**src/sv/hsv2rgb_pkg.sv**
```systemverilog
// Shared word types, field widths and helpers for the HSV to RGB converter.
package hsv2rgb_pkg;

    // Field widths of the input and output words
    localparam int HUE_W   = 15;
    localparam int LEVEL_W = 11;
    localparam int CHAN_W  = 8;

    // Default fixed-point formats
    localparam int HUE_FRAC_BITS_DEF   = 6;
    localparam int LEVEL_FRAC_BITS_DEF = 10;

    // Register stages from input to output
    localparam int NUM_STAGES = 5;

    // Largest channel code
    localparam logic [63:0] CHAN_MAX = 64'd255;

    typedef struct packed {
        logic [HUE_W-1:0]   hue;
        logic [LEVEL_W-1:0] saturation;
        logic [LEVEL_W-1:0] brightness;
    } t_hsv_word;

    typedef struct packed {
        logic [CHAN_W-1:0] red;
        logic [CHAN_W-1:0] green;
        logic [CHAN_W-1:0] blue;
    } t_rgb_word;

    // Non-positive numerator gives 0, anything above full scale clips
    function automatic logic [CHAN_W-1:0] chan_sat(input logic pos, input logic [63:0] val);
        logic [CHAN_W-1:0] res;
        if (!pos) begin
            res = '0;
        end else if (val > CHAN_MAX) begin
            res = CHAN_MAX[CHAN_W-1:0];
        end else begin
            res = val[CHAN_W-1:0];
        end
        return res;
    endfunction

endpackage

```
**src/sv/hsv_to_rgb_converter.sv**
```systemverilog
// Throughput: one word per cycle unless stalled; each of the five register stages
// advances on its own, so bubbles close up and a stalled output word holds while
// earlier stages keep filling.
// Reset (synchronous, active low) clears all stage valid bits; data registers are not reset.
// Top level of the HSV to RGB converter: valid tracking and stall chain around the datapath.
module hsv_to_rgb_converter
    import hsv2rgb_pkg::*;
#(
    parameter int HUE_FRAC_BITS   = HUE_FRAC_BITS_DEF,
    parameter int LEVEL_FRAC_BITS = LEVEL_FRAC_BITS_DEF
) (
    input  logic      i_clk,
    input  logic      i_rst_n,
    // input word channel
    input  logic      i_valid,
    input  t_hsv_word i_word,
    output logic      o_stall,
    // output word channel
    output logic      o_valid,
    output t_rgb_word o_word,
    input  logic      i_stall
);

    logic [NUM_STAGES-1:0] r_vld;
    logic [NUM_STAGES-1:0] n_vld;
    logic [NUM_STAGES-1:0] w_ready;

    // A stage may load when it is empty or the stage after it moves on
    always_comb begin
        w_ready[NUM_STAGES-1] = !r_vld[NUM_STAGES-1] || !i_stall;
        for (int k = NUM_STAGES - 2; k >= 0; k--) begin
            w_ready[k] = !r_vld[k] || w_ready[k+1];
        end
    end

    // Valid bits follow their words
    always_comb begin
        n_vld = r_vld;
        if (w_ready[0]) begin
            n_vld[0] = i_valid;
        end
        for (int k = 1; k < NUM_STAGES; k++) begin
            if (w_ready[k]) begin
                n_vld[k] = r_vld[k-1];
            end
        end
    end

    always_ff @(posedge i_clk) begin
        if (!i_rst_n) begin
            r_vld <= '0;
        end else begin
            r_vld <= n_vld;
        end
    end

    hsv2rgb_datapath #(
        .HUE_FRAC_BITS   (HUE_FRAC_BITS),
        .LEVEL_FRAC_BITS (LEVEL_FRAC_BITS)
    ) u_datapath (
        .i_clk  (i_clk),
        .i_load (w_ready),
        .i_word (i_word),
        .o_word (o_word)
    );

    assign o_stall = !w_ready[0];
    assign o_valid = r_vld[NUM_STAGES-1];

    // Stall only reaches the input once every stage holds a word
    a_stall_full: assert property (@(posedge i_clk) disable iff (!i_rst_n)
        o_stall |-> (&r_vld))
        else $error("input stalled with an empty stage");

    // An accepted word lands in the first stage
    a_accept_s1: assert property (@(posedge i_clk) disable iff (!i_rst_n)
        (i_valid && !o_stall) |=> r_vld[0])
        else $error("accepted word lost at first stage");

    // A held stage keeps its word
    a_hold_s1: assert property (@(posedge i_clk) disable iff (!i_rst_n)
        (r_vld[1] && !w_ready[2]) |=> r_vld[1])
        else $error("stalled stage dropped its word");

    // Reset empties the pipeline
    a_reset_empty: assert property (@(posedge i_clk)
        !i_rst_n |=> !o_valid)
        else $error("output valid straight after reset");

endmodule

```
**src/sv/hsv2rgb_datapath.sv**
```systemverilog
// Five-stage arithmetic pipeline: sector split, products, channel scaling, selection.
module hsv2rgb_datapath
    import hsv2rgb_pkg::*;
#(
    parameter int HUE_FRAC_BITS   = HUE_FRAC_BITS_DEF,
    parameter int LEVEL_FRAC_BITS = LEVEL_FRAC_BITS_DEF
) (
    input  logic                  i_clk,
    input  logic [NUM_STAGES-1:0] i_load,
    input  t_hsv_word             i_word,
    output t_rgb_word             o_word
);

    // Hue span of one sector and level for 1.0
    localparam int H_SPAN = 60 << HUE_FRAC_BITS;
    localparam int L_ONE  = 1 << LEVEL_FRAC_BITS;

    // Internal widths
    localparam int RW   = $clog2(H_SPAN + 1);
    localparam int HL_W = RW + LEVEL_FRAC_BITS;
    localparam int RS_W = RW + LEVEL_W;
    localparam int A_W  = ((HL_W > RS_W) ? HL_W : RS_W) + 1;
    localparam int D_W  = ((LEVEL_FRAC_BITS + 1 > LEVEL_W) ? LEVEL_FRAC_BITS + 1 : LEVEL_W) + 1;
    localparam int V_W  = LEVEL_W + 1;
    localparam int PD_W = V_W + D_W;
    localparam int M_W  = V_W + A_W;
    localparam int CV_W = LEVEL_W + 8;

    // Shifts that replace the denominators; 255/60 is exactly 17/4
    localparam int P_SH = 2 * LEVEL_FRAC_BITS;
    localparam int Q_SH = HUE_FRAC_BITS + 2 * LEVEL_FRAC_BITS + 2;

    localparam longint HL_VAL = longint'(H_SPAN) * longint'(L_ONE);
    localparam logic signed [A_W-1:0] HL_S = A_W'(HL_VAL);
    localparam logic signed [D_W-1:0] L_S  = D_W'(L_ONE);
    localparam logic [RW-1:0] H_U = RW'(H_SPAN);

    typedef enum logic [2:0] {
        SECT_0     = 3'd0,
        SECT_1     = 3'd1,
        SECT_2     = 3'd2,
        SECT_3     = 3'd3,
        SECT_4     = 3'd4,
        SECT_5     = 3'd5,
        SECT_BLACK = 3'd6
    } t_sector;

    // Stage 1 registers
    t_sector             r_s1_sect;
    logic [RW-1:0]       r_s1_r;
    logic [LEVEL_W-1:0]  r_s1_s;
    logic [LEVEL_W-1:0]  r_s1_v;
    // Stage 2 registers
    t_sector             r_s2_sect;
    logic [RS_W-1:0]     r_s2_rs;
    logic [RS_W-1:0]     r_s2_ts;
    logic signed [PD_W-1:0] r_s2_pd;
    logic [CHAN_W-1:0]   r_s2_cv;
    logic [LEVEL_W-1:0]  r_s2_v;
    // Stage 3 registers
    t_sector             r_s3_sect;
    logic signed [A_W-1:0] r_s3_aq;
    logic signed [A_W-1:0] r_s3_at;
    logic [CHAN_W-1:0]   r_s3_cp;
    logic [CHAN_W-1:0]   r_s3_cv;
    logic [LEVEL_W-1:0]  r_s3_v;
    // Stage 4 registers
    t_sector             r_s4_sect;
    logic signed [M_W-1:0] r_s4_mq;
    logic signed [M_W-1:0] r_s4_mt;
    logic [CHAN_W-1:0]   r_s4_cp;
    logic [CHAN_W-1:0]   r_s4_cv;
    // Stage 5 (output) register
    t_rgb_word           r_s5_word;

    // Stage 1: sector by constant compares, remainder within the sector
    t_sector       n_s1_sect;
    logic [31:0]   w_hue32;
    logic [31:0]   w_base;
    logic [RW-1:0] n_s1_r;

    always_comb begin
        w_hue32 = 32'(i_word.hue);
        if (w_hue32 < 32'(H_SPAN)) begin
            n_s1_sect = SECT_0;
            w_base    = '0;
        end else if (w_hue32 < 32'(2 * H_SPAN)) begin
            n_s1_sect = SECT_1;
            w_base    = 32'(H_SPAN);
        end else if (w_hue32 < 32'(3 * H_SPAN)) begin
            n_s1_sect = SECT_2;
            w_base    = 32'(2 * H_SPAN);
        end else if (w_hue32 < 32'(4 * H_SPAN)) begin
            n_s1_sect = SECT_3;
            w_base    = 32'(3 * H_SPAN);
        end else if (w_hue32 < 32'(5 * H_SPAN)) begin
            n_s1_sect = SECT_4;
            w_base    = 32'(4 * H_SPAN);
        end else if (w_hue32 < 32'(6 * H_SPAN)) begin
            n_s1_sect = SECT_5;
            w_base    = 32'(5 * H_SPAN);
        end else begin
            n_s1_sect = SECT_BLACK;
            w_base    = '0;
        end
        n_s1_r = RW'(w_hue32 - w_base);
    end

    always_ff @(posedge i_clk) begin
        if (i_load[0]) begin
            r_s1_sect <= n_s1_sect;
            r_s1_r    <= n_s1_r;
            r_s1_s    <= i_word.saturation;
            r_s1_v    <= i_word.brightness;
        end
    end

    // Stage 2: r*s, (H-r)*s, v*(1-s), and the value channel
    logic [RW-1:0]          w_hmr;
    logic signed [D_W-1:0]  w_d;
    logic signed [V_W-1:0]  w_v1;
    logic [CV_W-1:0]        w_cv255;

    always_comb begin
        w_hmr   = H_U - r_s1_r;
        w_d     = L_S - $signed(D_W'(r_s1_s));
        w_v1    = $signed({1'b0, r_s1_v});
        w_cv255 = {r_s1_v, 8'b0} - CV_W'(r_s1_v);
    end

    always_ff @(posedge i_clk) begin
        if (i_load[1]) begin
            r_s2_sect <= r_s1_sect;
            r_s2_rs   <= RS_W'(r_s1_r) * RS_W'(r_s1_s);
            r_s2_ts   <= RS_W'(w_hmr) * RS_W'(r_s1_s);
            r_s2_pd   <= PD_W'(w_v1) * PD_W'(w_d);
            r_s2_cv   <= chan_sat(1'b1, 64'(w_cv255 >> LEVEL_FRAC_BITS));
            r_s2_v    <= r_s1_v;
        end
    end

    // Stage 3: 1-fs and 1-(1-f)s terms, and the p channel
    logic                   w_pd_pos;
    logic [PD_W-1:0]        w_pd_u;
    logic [PD_W+7:0]        w_pd255;

    always_comb begin
        w_pd_pos = !r_s2_pd[PD_W-1] && (r_s2_pd != '0);
        w_pd_u   = r_s2_pd;
        w_pd255  = {w_pd_u, 8'b0} - (PD_W+8)'(w_pd_u);
    end

    always_ff @(posedge i_clk) begin
        if (i_load[2]) begin
            r_s3_sect <= r_s2_sect;
            r_s3_aq   <= HL_S - $signed(A_W'(r_s2_rs));
            r_s3_at   <= HL_S - $signed(A_W'(r_s2_ts));
            r_s3_cp   <= chan_sat(w_pd_pos, 64'(w_pd255 >> P_SH));
            r_s3_cv   <= r_s2_cv;
            r_s3_v    <= r_s2_v;
        end
    end

    // Stage 4: multiply the q and t terms by v
    logic signed [V_W-1:0] w_v3;

    assign w_v3 = $signed({1'b0, r_s3_v});

    always_ff @(posedge i_clk) begin
        if (i_load[3]) begin
            r_s4_sect <= r_s3_sect;
            r_s4_mq   <= M_W'(w_v3) * M_W'(r_s3_aq);
            r_s4_mt   <= M_W'(w_v3) * M_W'(r_s3_at);
            r_s4_cp   <= r_s3_cp;
            r_s4_cv   <= r_s3_cv;
        end
    end

    // Stage 5: scale q and t by 17/4, clip, route channels by sector
    logic                w_q_pos;
    logic                w_t_pos;
    logic [M_W-1:0]      w_mq_u;
    logic [M_W-1:0]      w_mt_u;
    logic [M_W+3:0]      w_q17;
    logic [M_W+3:0]      w_t17;
    logic [CHAN_W-1:0]   w_cq;
    logic [CHAN_W-1:0]   w_ct;
    t_rgb_word           n_s5_word;

    always_comb begin
        w_q_pos = !r_s4_mq[M_W-1] && (r_s4_mq != '0);
        w_t_pos = !r_s4_mt[M_W-1] && (r_s4_mt != '0);
        w_mq_u  = r_s4_mq;
        w_mt_u  = r_s4_mt;
        w_q17   = {w_mq_u, 4'b0} + (M_W+4)'(w_mq_u);
        w_t17   = {w_mt_u, 4'b0} + (M_W+4)'(w_mt_u);
        w_cq    = chan_sat(w_q_pos, 64'(w_q17 >> Q_SH));
        w_ct    = chan_sat(w_t_pos, 64'(w_t17 >> Q_SH));
        unique case (r_s4_sect)
            SECT_0:  n_s5_word = '{red: r_s4_cv, green: w_ct,    blue: r_s4_cp};
            SECT_1:  n_s5_word = '{red: w_cq,    green: r_s4_cv, blue: r_s4_cp};
            SECT_2:  n_s5_word = '{red: r_s4_cp, green: r_s4_cv, blue: w_ct};
            SECT_3:  n_s5_word = '{red: r_s4_cp, green: w_cq,    blue: r_s4_cv};
            SECT_4:  n_s5_word = '{red: w_ct,    green: r_s4_cp, blue: r_s4_cv};
            SECT_5:  n_s5_word = '{red: r_s4_cv, green: r_s4_cp, blue: w_cq};
            default: n_s5_word = '0;
        endcase
    end

    always_ff @(posedge i_clk) begin
        if (i_load[4]) begin
            r_s5_word <= n_s5_word;
        end
    end

    assign o_word = r_s5_word;

endmodule
```
**config.mk**
```make
export PLATFORM = sky130hd
export DESIGN_NAME = hsv_to_rgb_converter
export DESIGN_NICKNAME = d
export VERILOG_FILES = /design/src/sv/hsv2rgb_pkg.sv /design/src/sv/hsv_to_rgb_converter.sv /design/src/sv/hsv2rgb_datapath.sv
export SDC_FILE = /design/constraint.sdc
export NUM_CORES = 2
export LEC_CHECK = 0
export BUFFER_PORTS_ARGS = -buffer_cell sky130_fd_sc_hd__buf_2
export CORE_MARGIN = 5
export CORE_UTILIZATION = 55
export DETAILED_ROUTE_END_ITERATION = 10
export PLACE_DENSITY = 0.81
export SLEW_MARGIN = 40
export SYNTH_ARGS = -nofsm -noshare
export SYNTH_HDL_FRONTEND = slang
export SYNTH_SLANG_ARGS = --single-unit
```
**constraint.sdc**
```tcl
create_clock -name i_clk -period 8.02 [get_ports i_clk]
set_clock_uncertainty 0.2 [all_clocks]
set_input_delay 1.203 -clock i_clk [delete_from_list [all_inputs] [get_ports i_clk]]
set_output_delay 1.203 -clock i_clk [all_outputs]
set_load 0.005 [all_outputs]
```
==> out/metrics.cfg <==
[yosys]
syn_nets=5917
synthesis.area_mm2=0.0459
synth_seq_cells=324
async_flop_share=0
synth_edf_count=319
yosysTopAreaCell=fa_1
synthCells=4700
yosysWarnings=0
synth_cell_types=72
synthTopCellsByArea=fa_1 (32%), edfxtp_1 (21%), ha_1 (12%), inv_1 (7.4%), and2_1 (5.6%)
synthTopCellsByCount=inv_1 (910), fa_1 (736), nand2_1 (604)
synthFlopType=edfxtp_1
synth.avg_cell_area_um2=9.77
yosysSeqAreaShare=0.211
synth_top_cell_area_share=0.321
yosysMostFrequentCell=inv_1

[route]
wl_mm=102
detail-route-antenna-nets=0
drtPass1Iterations=6
wl_per_cell_um=17.6
drc=0
viasPerCell=5.60
dr.first_iter.drc_count=2547
vias=32387

[final_layout]
fin_nets=5889
fillers=6755
area_growth_pct=6.12
final_cells=5783
postLayoutCoreUtil=0.585
drive_above_1_share=0.0502

[global_routing]
grt_pass1_wl_mm=172
overflow=0
grt_max_degree=67
antenna_found_initial=3
grt_pass1_vias=34527
grt_usage=0.234

[die]
die_y_um=299
fp.dieW_um=299
num_io_pins=67
fp.coreArea_mm2=0.0833
start_util=0.551
num_rows=106
die_area_mm2=0.0894

[setup_path]
cp.arrival_ns=7.22
rr_worst_depth=23
crit_fanout=11
crit_type=flop to flop
cp.required_ns=8.12
r2r_slack_ns=0.90
cp-start-kind=flop
startpoint=u_datapath.r_s1_s[2]
r2r-start=u_datapath.r_s1_s[2]
end_kind=flop
endpoint=u_datapath.r_s2_pd[23]
r2r-end=u_datapath.r_s2_pd[23]

[clock_network]
cts_hold_buf=0
cts_max_path_buffers=3
cts_resized=0
htree_levels=2
cts.sinks=324
cts_tree=yes
clk_pin_slew_ns=0.06
clock_latency_ns=0.58
cts_setup_buffers=0
cts_buffers=39
clk_root_buffer_cell=clkbuf_16

[sta]
min_period_ns=7.12
fmax_mhz=140
relSlewSlack=0.386
setup_tns_ns=0
rsz0062_at_grt=no
period_share=0.888
setup_viol=0
hold_viol=0
worst_pin_slew_ns=0.921
finalMaxSlewViolations=0

[placed_design]
globalplace.congestion=0.899
numPortBuffers=66
dp.cells=5707
dp_hpwl_mm=80.5

[worst_hold_path]
holdPathStages=0
hp-class=flop to flop

[status]
outcome=finished, final reports clean

[job]
cap_viol_max_count=0

[cells by family after synthesis]
logic type / Yosys count / share of synthesized area
XOR/XNOR: 201 / 0.0383
AO/OA/AOI/OAI: 477 / 0.0692
buffers and inverters: 1103 / 0.0901
multiplexers: 1 / 0.000218
flip-flops: 324 / 0.211
AND/OR/NAND/NOR: 1418 / 0.151
adder cells (fa/ha/maj): 1176 / 0.441
[metrics by stage]
stage / setup slack [ns] / cell area, µm² / hold slack (ns)
after floorplan: 1.20 / 45900 / 0.200
after global placement: 1.06 / 47300 / 0.202
after detailed placement: 0.876 / 47300 / 0.205
after CTS: 0.860 / 48600 / 0.199
after global routing: 0.493 / 48700 / 0.196
final: 0.899 / 48700 / 0.201
[state kept, by name (all words and copies together) (netlist names), 12 cells and up]
signal	count
u_datapath.r_s3_aq	23
u_datapath.r_s3_at	24
u_datapath.r_s2_rs	22
u_datapath.r_s2_pd	24
u_datapath.r_s4_mq	35
u_datapath.r_s4_mt	36
u_datapath.o_word	24
u_datapath.r_s2_ts	23
u_datapath.r_s1_r	12
[cell type report]
type | instances | area, µm² | area share
multi-input combinational | 3273 | 32200 | 0.661
tap | 1080 | 1350 | 0.0277
inverter | 911 | 3420 | 0.0702
clock inverter | 24 | 241 | 0.00495
sequential | 324 | 9680 | 0.199
antenna | 1 | 2.50 | 0.0000513
timing repair buffer | 123 | 796 | 0.0163
clock buffer | 47 | 1050 | 0.0215
[layout by cell type, fill, tap and decap left out, drive strengths merged, types with 5 or more instances in the layout]
cell | Yosys | routed
a2111oi | 6 | 6
o21a | 24 | 24
or4 | 5 | 5
and3 | 18 | 18
o21ai | 71 | 71
o2111ai | 5 | 5
nand2b | 24 | 24
a22oi | 12 | 12
a211oi | 19 | 19
or3 | 12 | 12
nor3 | 48 | 48
a21oi | 160 | 160
xor2 | 54 | 54
a31oi | 17 | 17
nor4 | 38 | 38
o21bai | 16 | 16
nor2 | 149 | 149
clkinv | 1 | 15
nor2b | 14 | 14
o221ai | 23 | 23
clkbuf | 188 | 47
or2 | 14 | 14
inv | 910 | 914
and2 | 414 | 414
ha | 440 | 440
a21o | 53 | 53
nand2 | 604 | 604
a31o | 5 | 5
nand3 | 45 | 45
o211ai | 6 | 6
fa | 736 | 736
edfxtp | 319 | 319
nand4 | 15 | 15
xnor2 | 147 | 147
o31ai | 8 | 8
a21boi | 9 | 9
buf | 4 | 123
dfxtp | 5 | 5
[layer usage]
| metal | vias up | share of wire | global-route usage |
|---|---|---|---|
| met5 | - | 0.000059 | 0 |
| met4 | 2 | 0.036 | 0.0806 |
| met3 | 197 | 0.077 | 0.0362 |
| met2 | 1224 | 0.47 | 0.382 |
| met1 | 16189 | 0.42 | 0.323 |
| li1 | 14775 | - | - |
[worst max-delay path, stage by stage, from the launching register on]
cell	delay (ns)
edfxtp_1	0.39
or3_1	0.40
nor2_1	0.22
nand2_1	0.12
nor3_1	0.26
xnor2_2	0.22
and2_1	0.24
fa_1	0.53
inv_1	0.05
fa_1	0.47
inv_1	0.05
fa_1	0.51
fa_1	0.55
inv_1	0.05
fa_1	0.53
inv_1	0.04
ha_1	0.34
nor3_1	0.23
a211o_1	0.19
o21ai_0	0.15
or4_1	0.45
a311oi_1	0.35
a21oi_1	0.14
xnor2_1	0.15
[worst min-delay path by stage]
| stage | from | end | slack, ns |
|---|---|---|---|
| 3_3_place_gp | u_datapath.r_s2_v[6] | u_datapath.r_s3_v[6] | 0.20 |
| 3_5_place_dp | u_datapath.r_s2_v[4] | u_datapath.r_s3_v[4] | 0.20 |
| 4_1_cts | u_datapath.r_s2_cv[4] | u_datapath.r_s3_cv[4] | 0.20 |
| 2_1_floorplan | u_datapath.r_s1_sect[0] | u_datapath.r_s2_sect[0] | 0.20 |
| 5_1_grt | u_datapath.r_s2_cv[4] | u_datapath.r_s3_cv[4] | 0.20 |
| 6_report | u_datapath.r_s2_sect[1] | u_datapath.r_s3_sect[1] | 0.20 |
Power is not shown: default switching activity piles up to over one toggle a cycle in this logic, so the estimate is an artifact.
